<file path="config.mk">
export PLATFORM = sky130hd
export DESIGN_NAME = thick_line_rasterizer
export DESIGN_NICKNAME = d
export VERILOG_FILES = /design/src/rtl/tlr_pkg.sv /design/src/rtl/tlr_front.sv /design/src/rtl/tlr_queue.sv /design/src/rtl/tlr_back.sv /design/src/rtl/thick_line_rasterizer.sv
export SDC_FILE = /design/constraint.sdc
export NUM_CORES = 1
export LEC_CHECK = 0
export CAP_MARGIN = 20
export CORE_MARGIN = 2
export CORE_UTILIZATION = 60
export DETAILED_ROUTE_END_ITERATION = 10
export DONT_BUFFER_PORTS = 1
export PLACE_DENSITY = 0.81
export SKIP_LAST_GASP = 1
export SLEW_MARGIN = 20
export SYNTH_ARGS = -nofsm -noshare
export SYNTH_HDL_FRONTEND = slang
export SYNTH_SLANG_ARGS = --single-unit
</file>
<file path="constraint.sdc">
create_clock -name clock -period 15.2 [get_ports clock]
set_input_delay 0.76 -clock clock [delete_from_list [all_inputs] [get_ports clock]]
set_output_delay 0.76 -clock clock [all_outputs]
set_load 0.005 [all_outputs]
</file>
<file path="src/rtl/tlr_pkg.sv">
// ----------------------------------------------------------------------------
// tlr_pkg
// Shared types and constants of the thick line rasterizer: register codes,
// item codes, the register set and the fixed limits of the pixel scan.
// ----------------------------------------------------------------------------
package tlr_pkg;

   localparam int unsigned LIMIT_BITS  = 12;
   localparam int unsigned RADIUS_BITS = 2;
   localparam int unsigned COLOR_BITS  = 32;
   localparam int unsigned PIX_BITS    = 11;
   localparam int unsigned CSR_IDX_BITS  = 2;
   localparam int unsigned CSR_DATA_BITS = 32;
   localparam int unsigned QUEUE_DEPTH = 2;

   localparam logic [LIMIT_BITS-1:0]  PIXEL_LIMIT = 12'd2048;
   localparam logic [RADIUS_BITS-1:0] MAX_RADIUS  = 2'd3;

   localparam logic [LIMIT_BITS-1:0]  WIDTH_RESET  = 12'd512;
   localparam logic [LIMIT_BITS-1:0]  HEIGHT_RESET = 12'd512;
   localparam logic [RADIUS_BITS-1:0] RADIUS_RESET = 2'd1;
   localparam logic [COLOR_BITS-1:0]  COLOR_RESET  = 32'hFF0000FF;

   localparam logic [CSR_IDX_BITS-1:0] CSR_IMAGE_WIDTH  = 2'd0;
   localparam logic [CSR_IDX_BITS-1:0] CSR_IMAGE_HEIGHT = 2'd1;
   localparam logic [CSR_IDX_BITS-1:0] CSR_BRUSH_RADIUS = 2'd2;
   localparam logic [CSR_IDX_BITS-1:0] CSR_DRAW_COLOR   = 2'd3;

   localparam logic FUNC_START = 1'b0;
   localparam logic FUNC_STEP  = 1'b1;

   typedef struct packed {
      logic [LIMIT_BITS-1:0]  image_width;
      logic [LIMIT_BITS-1:0]  image_height;
      logic [RADIUS_BITS-1:0] brush_radius;
      logic [COLOR_BITS-1:0]  draw_color;
   } csr_regs_type;

   typedef enum logic [1:0] {
      BACK_IDLE = 2'b01,
      BACK_SCAN = 2'b10
   } back_state_type;

endpackage

</file>
<file path="src/rtl/tlr_front.sv">
// ----------------------------------------------------------------------------
// tlr_front
// Takes start and step items, keeps the Bresenham line state and pushes one
// stamp position into the stamp queue for every item that draws.
// ----------------------------------------------------------------------------
module tlr_front import tlr_pkg::*; #(
   parameter int unsigned COORD_BITS = 12
) (
   input  logic                         clock,
   input  logic                         reset,
   input  logic                         req_push,
   output logic                         req_full,
   input  logic                         req_func,
   input  logic signed [COORD_BITS-1:0] req_start_x,
   input  logic signed [COORD_BITS-1:0] req_start_y,
   input  logic signed [COORD_BITS-1:0] req_finish_x,
   input  logic signed [COORD_BITS-1:0] req_finish_y,
   input  logic                         q_full,
   output logic                         q_push,
   output logic signed [COORD_BITS-1:0] q_x,
   output logic signed [COORD_BITS-1:0] q_y,
   output logic                         q_endp
);

   localparam int unsigned C = COORD_BITS;

   logic signed [C-1:0] cur_x_ff, cur_x_in, cur_y_ff, cur_y_in;
   logic signed [C-1:0] end_x_ff, end_x_in, end_y_ff, end_y_in;
   logic        [C-1:0] span_x_ff, span_x_in, span_y_ff, span_y_in;
   logic                dir_x_neg_ff, dir_x_neg_in, dir_y_neg_ff, dir_y_neg_in;
   logic signed [C:0]   err_ff, err_in;
   logic                finished_ff, finished_in;

   logic                accept, is_start, emit, endp;
   logic signed [C:0]   dx, dy;
   logic        [C-1:0] ax, ay;
   logic signed [C:0]   err_init;
   logic signed [C+1:0] e2, sx_s, sy_s;
   logic signed [C+2:0] err_w, sx_w, sy_w, err_next;
   logic                cond_x, cond_y;
   logic signed [C-1:0] step_x, step_y;

   assign accept   = req_push && !q_full;
   assign req_full = q_full;
   assign is_start = (req_func == FUNC_START);
   assign emit     = is_start || !finished_ff;

   // start: spans, directions and first error term
   assign dx = (C+1)'(req_finish_x) - (C+1)'(req_start_x);
   assign dy = (C+1)'(req_finish_y) - (C+1)'(req_start_y);
   assign ax = dx[C] ? C'(-dx) : dx[C-1:0];
   assign ay = dy[C] ? C'(-dy) : dy[C-1:0];
   assign err_init = (C+1)'(ax) - (C+1)'(ay);

   // step: one Bresenham move
   assign e2   = $signed({err_ff, 1'b0});
   assign sx_s = (C+2)'(span_x_ff);
   assign sy_s = (C+2)'(span_y_ff);
   assign cond_x = e2 > -sy_s;
   assign cond_y = e2 < sx_s;
   assign err_w = (C+3)'(err_ff);
   assign sx_w  = (C+3)'(span_x_ff);
   assign sy_w  = (C+3)'(span_y_ff);
   always_comb begin
      err_next = err_w;
      if (cond_x) begin
         err_next = err_next - sy_w;
      end
      if (cond_y) begin
         err_next = err_next + sx_w;
      end
   end
   assign step_x = !cond_x ? cur_x_ff :
                   dir_x_neg_ff ? cur_x_ff - C'(1) : cur_x_ff + C'(1);
   assign step_y = !cond_y ? cur_y_ff :
                   dir_y_neg_ff ? cur_y_ff - C'(1) : cur_y_ff + C'(1);

   always_comb begin
      cur_x_in     = cur_x_ff;
      cur_y_in     = cur_y_ff;
      end_x_in     = end_x_ff;
      end_y_in     = end_y_ff;
      span_x_in    = span_x_ff;
      span_y_in    = span_y_ff;
      dir_x_neg_in = dir_x_neg_ff;
      dir_y_neg_in = dir_y_neg_ff;
      err_in       = err_ff;
      if (is_start) begin
         cur_x_in     = req_start_x;
         cur_y_in     = req_start_y;
         end_x_in     = req_finish_x;
         end_y_in     = req_finish_y;
         span_x_in    = ax;
         span_y_in    = ay;
         dir_x_neg_in = !(req_start_x < req_finish_x);
         dir_y_neg_in = !(req_start_y < req_finish_y);
         err_in       = err_init;
      end else begin
         cur_x_in = step_x;
         cur_y_in = step_y;
         err_in   = err_next[C:0];
      end
   end

   assign endp        = (cur_x_in == end_x_in) && (cur_y_in == end_y_in);
   assign finished_in = endp;

   assign q_push = accept && emit;
   assign q_x    = cur_x_in;
   assign q_y    = cur_y_in;
   assign q_endp = endp;

   always_ff @(posedge clock) begin
      if (reset) begin
         cur_x_ff     <= '0;
         cur_y_ff     <= '0;
         end_x_ff     <= '0;
         end_y_ff     <= '0;
         span_x_ff    <= '0;
         span_y_ff    <= '0;
         dir_x_neg_ff <= 1'b0;
         dir_y_neg_ff <= 1'b0;
         err_ff       <= '0;
         finished_ff  <= 1'b1;
      end else if (accept && emit) begin
         cur_x_ff     <= cur_x_in;
         cur_y_ff     <= cur_y_in;
         end_x_ff     <= end_x_in;
         end_y_ff     <= end_y_in;
         span_x_ff    <= span_x_in;
         span_y_ff    <= span_y_in;
         dir_x_neg_ff <= dir_x_neg_in;
         dir_y_neg_ff <= dir_y_neg_in;
         err_ff       <= err_in;
         finished_ff  <= finished_in;
      end
   end

endmodule

</file>
<file path="src/rtl/tlr_queue.sv">
// ----------------------------------------------------------------------------
// tlr_queue
// Short first-in first-out queue of stamp positions between the line front
// and the pixel scan.
// ----------------------------------------------------------------------------
module tlr_queue import tlr_pkg::*; #(
   parameter int unsigned DATA_BITS = 25
) (
   input  logic                 clock,
   input  logic                 reset,
   input  logic                 push,
   input  logic [DATA_BITS-1:0] wdata,
   output logic                 full,
   input  logic                 pop,
   output logic [DATA_BITS-1:0] rdata,
   output logic                 empty
);

   localparam int unsigned PTR_BITS = (QUEUE_DEPTH > 1) ? $clog2(QUEUE_DEPTH) : 1;
   localparam int unsigned CNT_BITS = $clog2(QUEUE_DEPTH + 1);

   logic [DATA_BITS-1:0] mem [QUEUE_DEPTH];
   logic [PTR_BITS-1:0]  wr_ptr_ff, wr_ptr_in, rd_ptr_ff, rd_ptr_in;
   logic [CNT_BITS-1:0]  count_ff, count_in;
   logic                 do_push, do_pop;

   assign full    = (count_ff == CNT_BITS'(QUEUE_DEPTH));
   assign empty   = (count_ff == '0);
   assign do_push = push && !full;
   assign do_pop  = pop && !empty;
   assign rdata   = mem[rd_ptr_ff];

   assign wr_ptr_in = !do_push ? wr_ptr_ff :
                      (wr_ptr_ff == PTR_BITS'(QUEUE_DEPTH - 1)) ? '0 : wr_ptr_ff + 1'b1;
   assign rd_ptr_in = !do_pop ? rd_ptr_ff :
                      (rd_ptr_ff == PTR_BITS'(QUEUE_DEPTH - 1)) ? '0 : rd_ptr_ff + 1'b1;

   always_comb begin
      count_in = count_ff;
      if (do_push && !do_pop) begin
         count_in = count_ff + 1'b1;
      end else if (do_pop && !do_push) begin
         count_in = count_ff - 1'b1;
      end
   end

   always_ff @(posedge clock) begin
      if (do_push) begin
         mem[wr_ptr_ff] <= wdata;
      end
   end

   always_ff @(posedge clock) begin
      if (reset) begin
         wr_ptr_ff <= '0;
         rd_ptr_ff <= '0;
         count_ff  <= '0;
      end else begin
         wr_ptr_ff <= wr_ptr_in;
         rd_ptr_ff <= rd_ptr_in;
         count_ff  <= count_in;
      end
   end

endmodule

</file>
<file path="src/rtl/tlr_back.sv">
// ----------------------------------------------------------------------------
// tlr_back
// Clips each queued stamp against the image and scans the remaining window
// row by row, one pixel write per cycle while the receiver pops.
// ----------------------------------------------------------------------------
module tlr_back import tlr_pkg::*; #(
   parameter int unsigned COORD_BITS = 12
) (
   input  logic                         clock,
   input  logic                         reset,
   input  csr_regs_type                 csr_regs,
   input  logic                         q_empty,
   input  logic signed [COORD_BITS-1:0] q_x,
   input  logic signed [COORD_BITS-1:0] q_y,
   input  logic                         q_endp,
   output logic                         q_pop,
   output logic                         rsp_empty,
   input  logic                         rsp_pop,
   output logic [PIX_BITS-1:0]          rsp_pixel_x,
   output logic [PIX_BITS-1:0]          rsp_pixel_y,
   output logic [COLOR_BITS-1:0]        rsp_pixel_color,
   output logic                         rsp_stamp_last,
   output logic                         rsp_at_endpoint
);

   localparam int unsigned SW = (COORD_BITS + 2 > LIMIT_BITS + 1) ?
                                COORD_BITS + 2 : LIMIT_BITS + 1;

   back_state_type state_ff, state_in;
   logic [PIX_BITS-1:0] px_ff, px_in, py_ff, py_in;
   logic [PIX_BITS-1:0] xlo_ff, xlo_in, xhi_ff, xhi_in, yhi_ff, yhi_in;
   logic                endp_ff, endp_in;

   logic [RADIUS_BITS-1:0] r_eff;
   logic [LIMIT_BITS-1:0]  wlim, hlim;
   logic signed [SW-1:0]   r_s, wlim_s, hlim_s, cx, cy;
   logic signed [SW-1:0]   xlo_raw, xhi_raw, ylo_raw, yhi_raw;
   logic signed [SW-1:0]   xlo, xhi, ylo, yhi;
   logic                   stamp_ok, pop_ok, last, load;

   // clip window of the stamp at the queue head
   assign r_eff  = (csr_regs.brush_radius > MAX_RADIUS) ? MAX_RADIUS : csr_regs.brush_radius;
   assign wlim   = (csr_regs.image_width > PIXEL_LIMIT) ? PIXEL_LIMIT : csr_regs.image_width;
   assign hlim   = (csr_regs.image_height > PIXEL_LIMIT) ? PIXEL_LIMIT : csr_regs.image_height;
   assign r_s    = SW'(r_eff);
   assign wlim_s = SW'(wlim);
   assign hlim_s = SW'(hlim);
   assign cx     = SW'(q_x);
   assign cy     = SW'(q_y);

   assign xlo_raw = cx - r_s;
   assign xhi_raw = cx + r_s;
   assign ylo_raw = cy - r_s;
   assign yhi_raw = cy + r_s;
   assign xlo = (xlo_raw < 0) ? '0 : xlo_raw;
   assign ylo = (ylo_raw < 0) ? '0 : ylo_raw;
   assign xhi = (xhi_raw >= wlim_s) ? wlim_s - SW'(1) : xhi_raw;
   assign yhi = (yhi_raw >= hlim_s) ? hlim_s - SW'(1) : yhi_raw;
   assign stamp_ok = (xlo <= xhi) && (ylo <= yhi);

   assign pop_ok = (state_ff == BACK_SCAN) && rsp_pop;
   assign last   = (px_ff == xhi_ff) && (py_ff == yhi_ff);
   assign load   = !q_empty && ((state_ff == BACK_IDLE) || (pop_ok && last));
   assign q_pop  = load;

   always_comb begin
      state_in = state_ff;
      px_in    = px_ff;
      py_in    = py_ff;
      xlo_in   = xlo_ff;
      xhi_in   = xhi_ff;
      yhi_in   = yhi_ff;
      endp_in  = endp_ff;
      if (load) begin
         state_in = stamp_ok ? BACK_SCAN : BACK_IDLE;
         px_in    = xlo[PIX_BITS-1:0];
         py_in    = ylo[PIX_BITS-1:0];
         xlo_in   = xlo[PIX_BITS-1:0];
         xhi_in   = xhi[PIX_BITS-1:0];
         yhi_in   = yhi[PIX_BITS-1:0];
         endp_in  = q_endp;
      end else begin
         unique case (state_ff)
            BACK_IDLE: begin
               state_in = BACK_IDLE;
            end
            BACK_SCAN: begin
               if (pop_ok) begin
                  if (last) begin
                     state_in = BACK_IDLE;
                  end else if (px_ff == xhi_ff) begin
                     px_in = xlo_ff;
                     py_in = py_ff + 1'b1;
                  end else begin
                     px_in = px_ff + 1'b1;
                  end
               end
            end
            default: begin
               state_in = BACK_IDLE;
            end
         endcase
      end
   end

   always_ff @(posedge clock) begin
      if (reset) begin
         state_ff <= BACK_IDLE;
      end else begin
         state_ff <= state_in;
      end
   end

   always_ff @(posedge clock) begin
      px_ff   <= px_in;
      py_ff   <= py_in;
      xlo_ff  <= xlo_in;
      xhi_ff  <= xhi_in;
      yhi_ff  <= yhi_in;
      endp_ff <= endp_in;
   end

   assign rsp_empty       = (state_ff != BACK_SCAN);
   assign rsp_pixel_x     = px_ff;
   assign rsp_pixel_y     = py_ff;
   assign rsp_pixel_color = csr_regs.draw_color;
   assign rsp_stamp_last  = last;
   assign rsp_at_endpoint = endp_ff;

endmodule

</file>
<file path="src/rtl/thick_line_rasterizer.sv">
// ----------------------------------------------------------------------------
// thick_line_rasterizer
// Bresenham line drawn with a square brush, emitted as clipped pixel writes.
// ----------------------------------------------------------------------------
// A start item loads both endpoints and stamps the brush at the first point;
// each step item moves one Bresenham step and stamps again, until the stamp
// at the endpoint has gone out. The front takes one item per cycle while the
// queue is not full and pushes each stamp into a two-entry queue; the back
// scans the clipped stamp row by row and sends one pixel write per cycle
// while the receiver pops, writing only the pixels of the stamp that lie
// inside the image, at most (2r+1)^2 (9 at radius 1). The back's one-pixel-
// per-cycle scan sets the sustained rate; up to two stamps wait in the queue
// while the current one drains.
// ----------------------------------------------------------------------------
module thick_line_rasterizer import tlr_pkg::*; #(
   parameter int unsigned COORD_BITS = 12
) (
   input  logic                         clock,
   input  logic                         reset,
   input  logic                         csr_write,
   input  logic [CSR_IDX_BITS-1:0]      csr_index,
   input  logic [CSR_DATA_BITS-1:0]     csr_wdata,
   input  logic                         req_push,
   output logic                         req_full,
   input  logic                         req_func,
   input  logic signed [COORD_BITS-1:0] req_start_x,
   input  logic signed [COORD_BITS-1:0] req_start_y,
   input  logic signed [COORD_BITS-1:0] req_finish_x,
   input  logic signed [COORD_BITS-1:0] req_finish_y,
   output logic                         rsp_empty,
   input  logic                         rsp_pop,
   output logic [PIX_BITS-1:0]          rsp_pixel_x,
   output logic [PIX_BITS-1:0]          rsp_pixel_y,
   output logic [COLOR_BITS-1:0]        rsp_pixel_color,
   output logic                         rsp_stamp_last,
   output logic                         rsp_at_endpoint
);

   localparam int unsigned QW = 2 * COORD_BITS + 1;

   csr_regs_type csr_ff, csr_in;

   logic                         q_push, q_full, q_pop, q_empty, f_endp;
   logic signed [COORD_BITS-1:0] f_x, f_y;
   logic [QW-1:0]                q_wdata, q_rdata;
   logic signed [COORD_BITS-1:0] b_x, b_y;
   logic                         b_endp;

   always_comb begin
      csr_in = csr_ff;
      if (csr_write) begin
         unique case (csr_index)
            CSR_IMAGE_WIDTH:  csr_in.image_width  = csr_wdata[LIMIT_BITS-1:0];
            CSR_IMAGE_HEIGHT: csr_in.image_height = csr_wdata[LIMIT_BITS-1:0];
            CSR_BRUSH_RADIUS: csr_in.brush_radius = csr_wdata[RADIUS_BITS-1:0];
            CSR_DRAW_COLOR:   csr_in.draw_color   = csr_wdata[COLOR_BITS-1:0];
            default:          csr_in = csr_ff;
         endcase
      end
   end

   always_ff @(posedge clock) begin
      if (reset) begin
         csr_ff.image_width  <= WIDTH_RESET;
         csr_ff.image_height <= HEIGHT_RESET;
         csr_ff.brush_radius <= RADIUS_RESET;
         csr_ff.draw_color   <= COLOR_RESET;
      end else begin
         csr_ff <= csr_in;
      end
   end

   tlr_front #(.COORD_BITS(COORD_BITS)) u_front (
      .clock        (clock),
      .reset        (reset),
      .req_push     (req_push),
      .req_full     (req_full),
      .req_func     (req_func),
      .req_start_x  (req_start_x),
      .req_start_y  (req_start_y),
      .req_finish_x (req_finish_x),
      .req_finish_y (req_finish_y),
      .q_full       (q_full),
      .q_push       (q_push),
      .q_x          (f_x),
      .q_y          (f_y),
      .q_endp       (f_endp)
   );

   assign q_wdata = {f_x, f_y, f_endp};

   tlr_queue #(.DATA_BITS(QW)) u_queue (
      .clock (clock),
      .reset (reset),
      .push  (q_push),
      .wdata (q_wdata),
      .full  (q_full),
      .pop   (q_pop),
      .rdata (q_rdata),
      .empty (q_empty)
   );

   assign b_x    = q_rdata[QW-1 -: COORD_BITS];
   assign b_y    = q_rdata[COORD_BITS:1];
   assign b_endp = q_rdata[0];

   tlr_back #(.COORD_BITS(COORD_BITS)) u_back (
      .clock           (clock),
      .reset           (reset),
      .csr_regs        (csr_ff),
      .q_empty         (q_empty),
      .q_x             (b_x),
      .q_y             (b_y),
      .q_endp          (b_endp),
      .q_pop           (q_pop),
      .rsp_empty       (rsp_empty),
      .rsp_pop         (rsp_pop),
      .rsp_pixel_x     (rsp_pixel_x),
      .rsp_pixel_y     (rsp_pixel_y),
      .rsp_pixel_color (rsp_pixel_color),
      .rsp_stamp_last  (rsp_stamp_last),
      .rsp_at_endpoint (rsp_at_endpoint)
   );

endmodule

</file>
Yosys cells after proc, flatten, opt, wreduce, memory -nomap -nowiden
Memories as Yosys holds them, arrays and structs flattened. A register that Yosys moved wholly into a read port is not among the register bits. Cells that the tools add are included.

Add/sub/neg operators: 24. Multiply operators: 0. Divide/modulo/power cells: 0. Magnitude comparators: 13. Equal/unequal tests: 14. Shifts and indexed selects: 0. Multiplexer cells: 43. Bitwise logic cells: 1. Reductions and logical operators: 35.

Operators with widths (number): $mux 12 (12); $mux 11 (10); $mux 14 (4); $mux 13 (3); $sub 12x12->13 (3); $ge 14x13->1 (2); $le 14x14->1 (2); $add 12x3->13 (2); $lt 13x1->1 const B (2); $sub 12x1->13 const B (2); $sub 12x3->13 (2); $add 12x2->12 const B (2); $eq 12x12->1 (2); $gt 12x12->1 const B (2); $lt 12x12->1 (2); $neg 12->12 (2); $sub 12x2->12 const B (2); $add 11x1->11 const B (2); $eq 11x11->1 (2); $mux 2 (8); $gt 14x14->1 (1); $lt 14x13->1 (1); $neg 12->14 (1); $add 13x13->13 (1); other kinds (19) (58).

Bits in registers: 208. Bits in latches: 0. RAM bits: 50. Memory bits (read-only): 0. Bits of input ports: 88. Word-level logic and storage cells: 155. Memories kept: 1.

Memory list: u_queue.mem (depth 2, bits a word 25, read ports 1, clocked after memory_dff 1, write ports 1, line tlr_queue.sv:22) `logic [DATA_BITS-1:0] mem [QUEUE_DEPTH];`.

Longest topological paths before layout
Word-level depth: 9. Gate-level depth with buffers: 34. Depth with buffers taken out: 31.

Modules after synthesis
Synthesis repeated with hierarchy kept, for this count alone.

Cells, all modules: 2284. Area, all modules: 19959.1 sq um.

By module, submodules not included: tlr_front (times used 1, cells each 1249, area each 9311.4 sq um, sequential area each 1761.7 sq um); tlr_back (times used 1, cells each 693, area each 6204.7 sq um, sequential area each 1721.7 sq um); thick_line_rasterizer (times used 1, cells each 239, area each 2422.3 sq um, sequential area each 1161.1 sq um); tlr_queue (times used 1, cells each 103, area each 2020.7 sq um, sequential area each 1601.5 sq um).

Worst setup path after synthesis
No wires, ideal clock.

Kind: register -> register. From: register (tool-made name). To: register u_back.state_ff[0]. Data arrival time: 6050 ps. Required time: 15068 ps. Path slack: 9018 ps. Stages on the path, launching flop included: 33. Path buffers: 5. Clock period less this slack: 6182 ps. Cell sequence: dfxtp_1 > buf_2 > buf_4 > buf_2 > clkbuf_1 > mux2i_1 > inv_1 > ha_1 > inv_1 > fa_1 > nor4_1 > nand2_1 > xor2_1 > ha_1 > a2111oi_0 > o21ai_0 > a31o_2 > a21o_1 > o21ai_1 > buf_2 > mux2i_1 > ha_1 > a21oi_1 > nor2b_1 > o21ai_0 > o211ai_1 > a21oi_1 > o21ai_0 > a21o_1 > a21oi_1 > nor2_1 > nor3_1 > a32oi_1.

RTL lines: end signal: assignment (line tlr_back.sv:110) `state_ff <= state_in;`; end: declaration (line tlr_back.sv:29) `back_state_type state_ff, state_in;`.

Worst setup path in the final report
From: register csr_ff[36] (netlist bit). To: register u_back.state_ff[0].

Cells in the longest elaborated chain, start to end: 8. Elaborated cells between the ends (all ways): 9.

Ends and longest elaborated chain: start: declaration (line thick_line_rasterizer.sv:41) `csr_regs_type csr_ff, csr_in;`; start signal: assignment (line thick_line_rasterizer.sv:69) `csr_ff <= csr_in;`; $gt 12x12->1 (line tlr_back.sv:44) `assign hlim = (csr_regs.image_height > PIXEL_LIMIT) ? PIXEL_LIMIT : csr_regs.image_height;`; $mux 12 (*) (line tlr_back.sv:44); $sub 12x1->13 or $ge 14x13->1 (tied branches) (line tlr_back.sv:58) `assign yhi = (yhi_raw >= hlim_s) ? hlim_s - SW'(1) : yhi_raw;`; $mux 14 (*) (line tlr_back.sv:58); $le 14x14->1 (*) (line tlr_back.sv:59) `assign stamp_ok = (xlo <= xhi) && (ylo <= yhi);`; $logic_and 1x1->1 (*) (line tlr_back.sv:59); $mux 2 (*) (line tlr_back.sv:75) `state_in = stamp_ok ? BACK_SCAN : BACK_IDLE;`; $mux 2 (*) (line tlr_back.sv:74) `if (load) begin`.

Mark *: on every way between the ends. The rest lies on a longest branch, timed or not. A chain may end at the register's enable or synchronous reset.

==> reports/metrics.sh <==
SYN_AVG_CELL_AREA_UM2=8.31
INTERNAL-POWER_uW=2080
WORST_VDD_IR_uV=118
FINALHOLDVIOLCOUNT=0
ROUTE.DETAILED.DRC=0
ROUTED-VIA-COUNT=16400
DP.FINAL_HPWL_UM=39200
SYN-INSTANCE-COUNT=2318
POST_ROUTE_CELLS_DRIVE_ABOVE_1_SHARE=0.0499
WORST_ENDPOINT_REQUIRED_TIME_NS=15.65
BUFFER_PORTS.INSERTED=0
SYNTH_LARGEST_AREA_CELL='sky130_fd_sc_hd__edfxtp_1'
FINAL_PERIOD_MINUS_WORST_SETUP_SLACK_NS=6.82
SETUP_TNS_FINAL_NS=0
DESIGN.PORTCOUNT=146
CPPEAKSTAGEDELAY_NS=0.61
TOP_REGISTER='csr_ff'
MAPPEDNETLISTNETS=2586
ANTENNA-DIODE-COUNT=0
DIE_H_UM=183
SETUP_WS_NS=8.38
DRT.ANTENNA.VIOLATING_NETS=0
TRITONCTS_BUFFER_COUNT=29
RESULT_OF_THE_RUN='complete, no violations'
ROUTABILITY_CONG=0.967
START_UTIL=0.611
CRITICAL_PATH_PEAK_FANOUT=22
FLOORPLAN.DIE_AREA_UM2=33600
POST_CTS.REPAIR.SETUP_BUFFERS=0
CRIT_TOP_CELL='sky130_fd_sc_hd__a21o_1'
POWER.DENSITY_CELL_AREA_nW_PER_UM2=180
FINAL_UTIL=0.643
YOSYS.AREA.TOP_TYPE_SHARE=0.165
MAXIMUM_NUMBER_OF_PINS_ON_ONE_NET_BEFORE_GLOBAL_ROUTE_REPAIR=155
DESIGN_POWER_TOTAL_uW=3650
CAP_VIOL_MAX_COUNT=0
DRT_PASS1_ITERATIONS=6
SYNTH_ENABLE_FLOP_CELLS=106
PWR-SHARE-CLK=0.197
MAX_FREQ_MHz=147
PLACE_WORST_SETUP_SLACK_NS=8.53
SLOWEST_STAGE_CELL_CRIT_PATH='sky130_fd_sc_hd__a21o_1'
CRITICAL_PATH.ENDPOINT_TYPE='flip-flop'
TOP_REGS='csr_ff: 58 flops, u_queue.mem: 50 flops, u_front.err_ff: 13 flops'
WORST_SLEW_MARGIN=0.410
POST_DRT_WL_PER_CELL_UM=19.3
LARGEST_REGISTER_FFS=58
RSZ0062_AT_GRT='no'
TOTAL_LEAKAGE_POWER_uW=0.00823
YS_ASYNC_SR_FRACTION=0
SWSHARE=0.429
YOSYS-TOP-CELLS-AREA='sky130_fd_sc_hd__edfxtp_1, sky130_fd_sc_hd__dfxtp_1, sky130_fd_sc_hd__ha_1'
WORST_HOLD_CHECK_PATH_TYPE='primary input to flip-flop'
SEQ_AREA_UM2=6250
CRITICALPATHCATEGORY='flip-flop to flip-flop'
WORST_SETUP_PATH_START_KIND='flip-flop'
POST_SYNTH_INSTANCE_AREA_UM2=19300
N_FILL_CELL=2651
PATH_DELAY_FAMILY='compound AO/OA/AOI/OAI gates'
WORST-ENDPOINT-ARRIVAL_NS=7.27
SYNTH_WARN=0
MOSTFREQUENTLAYOUTCELLS='sky130_fd_sc_hd__nand2_1, sky130_fd_sc_hd__nor2_1, sky130_fd_sc_hd__a21oi_1, sky130_fd_sc_hd__ha_1, sky130_fd_sc_hd__dfxtp_1'
SEQUENTIALPOWERSHARE=0.292
AVGVIACOUNTPERCELL=6.17
MULTI_INPUT_COMB_AREA_UM2=12000
CTS_TREE='done'
SYNTH.DISTINCT_CELLS=75
TIMING.CLOCK.SKEW_NS=0.0149
PATH_BUF_INV=1
DRT_FIRST_ITER_VIOLATIONS=1370
FINAL_MIN_PERIOD_OVER_CLOCK_PERIOD=0.449
FP-ROW-COUNT=65
POST_CTS.RESIZED_INSTANCES=0
FP.COREAREA_UM2=31600
FINAL-SETUP-VIOL-COUNT=0
SYNTH-SEQ-AREA-SHARE=0.324
TIGHTEST_PIN_TRANSITION_NS=0.863
YS_DOMINANT_REG_CELL='sky130_fd_sc_hd__dfxtp_1'
GLOBALROUTETOTALUTIL=0.299
CTSLONGESTPATHBUFFERS=3
LAYOUT.CELLS.MOST_COMMON='sky130_fd_sc_hd__nand2_1'
CLOCK_SINK_COUNT=259
CTS_H_TREE_DEPTH=1
CLKTRANSATPATHREGS_NS=0.06
DIE-WIDTH_UM=183
CTSHOLDBUFFERS=0
FINALMAXSLEWVIOLATIONS=0
AREA.GROWTH.SYNTH_TO_FINAL_PCT=5.26
COMBPWRFRAC=0.511
NETS=2509
CTS.ROOT.BUFFER_CELL='sky130_fd_sc_hd__clkbuf_16'
ANTENNA_FOUND_INITIAL=1
FINALWIRELENGTH_UM=51400
FIRST_GLOBAL_VIAS=15700
POWER.SWITCHING_uW=1560
FIRST_PASS_GRT_WIRE_LENGTH_UM=80600
NUMBER_OF_SYNTHESIZED_REGISTER_BITS=259
INSERTION_DELAY_NS=0.58
GRT.OVERFLOW.TOTAL=0
[layer usage]
metal | routed length, µm | up-vias | track usage | part of all wire
met5 | 0 | - | 0 | 0
met4 | 2170 | 0 | 0.121 | 0.042
li1 | - | 7954 | - | -
met1 | 21000 | 7695 | 0.372 | 0.41
met3 | 3820 | 124 | 0.0463 | 0.074
met2 | 24400 | 672 | 0.518 | 0.48
[metrics by stage]
| stage | std cells | hold slack [ns] | cell area (µm²) |
|---|---|---|---|
| floorplan | 2318 | 0.436 | 19300 |
| global placement | 2612 | 0.437 | 19300 |
| detailed placement | 2612 | 0.446 | 19300 |
| CTS | 2666 | 0.236 | 20300 |
| global route | 2666 | 0.234 | 20300 |
| finish | 2666 | 0.283 | 20300 |
[synthesized netlist by cell type (all sizes together) (13+ instances only)]
master / count
nand3: 45
nand4: 18
inv: 131
ha: 169
dfxtp: 153
nand2: 355
xor2: 94
o21ai: 105
or3: 16
mux2: 24
o211ai: 17
nand3b: 23
nor4: 24
a21oi: 188
a31oi: 15
and3: 20
o21a: 16
nand2b: 15
nor2b: 25
a21o: 35
buf: 49
o21bai: 13
clkbuf: 71
nor3: 47
xnor2: 126
a211oi: 45
mux2i: 56
edfxtp: 106
nor2: 198
[area by class of cell]
type / instances / area share
clock buffer: 41 / 0.0426
clock inverter: 13 / 0.00561
timing repair buffer: 12 / 0.00444
multi-input combinational: 1807 / 0.590
sequential: 259 / 0.308
tap: 402 / 0.0248
inverter: 132 / 0.0244
[power groups by stage]
stage	Sequential (µW)	Clock [µW]	Combinational, µW
floorplan	1040	0	1410
global placement	1070	0	1750
detailed placement	1080	0	1810
CTS	1060	723	1830
global route	1080	748	2060
finish	1070	719	1860
[kinds of logic (layout without fill, tap and decap cells)]
logic type	after synthesis	after routing	synth area share
AOI/OAI and AO/OA	508	508	0.164
xor gates and xnor gates	220	220	0.100
adders and majority gates	180	180	0.121
buffers and inverters	252	198	0.0560
DFF	259	259	0.324
muxes	80	80	0.0431
and+or+nand+nor	819	819	0.192
[path summary, 6_finish.rpt]
check | startpoint | to | slack (ns) | cells past startpoint
setup / recovery | csr_ff[36] | u_back.state_ff[0] | 8.38 | 31
hold / removal | reset | csr_ff[51] | 0.28 | 1
setup reg to reg | csr_ff[36] | u_back.state_ff[0] | 8.38 | 31
hold reg to reg | u_front.end_y_ff[11] | u_front.end_y_ff[11] | 0.46 | 2
No activity file was read; power rests on OpenSTA's default activity.
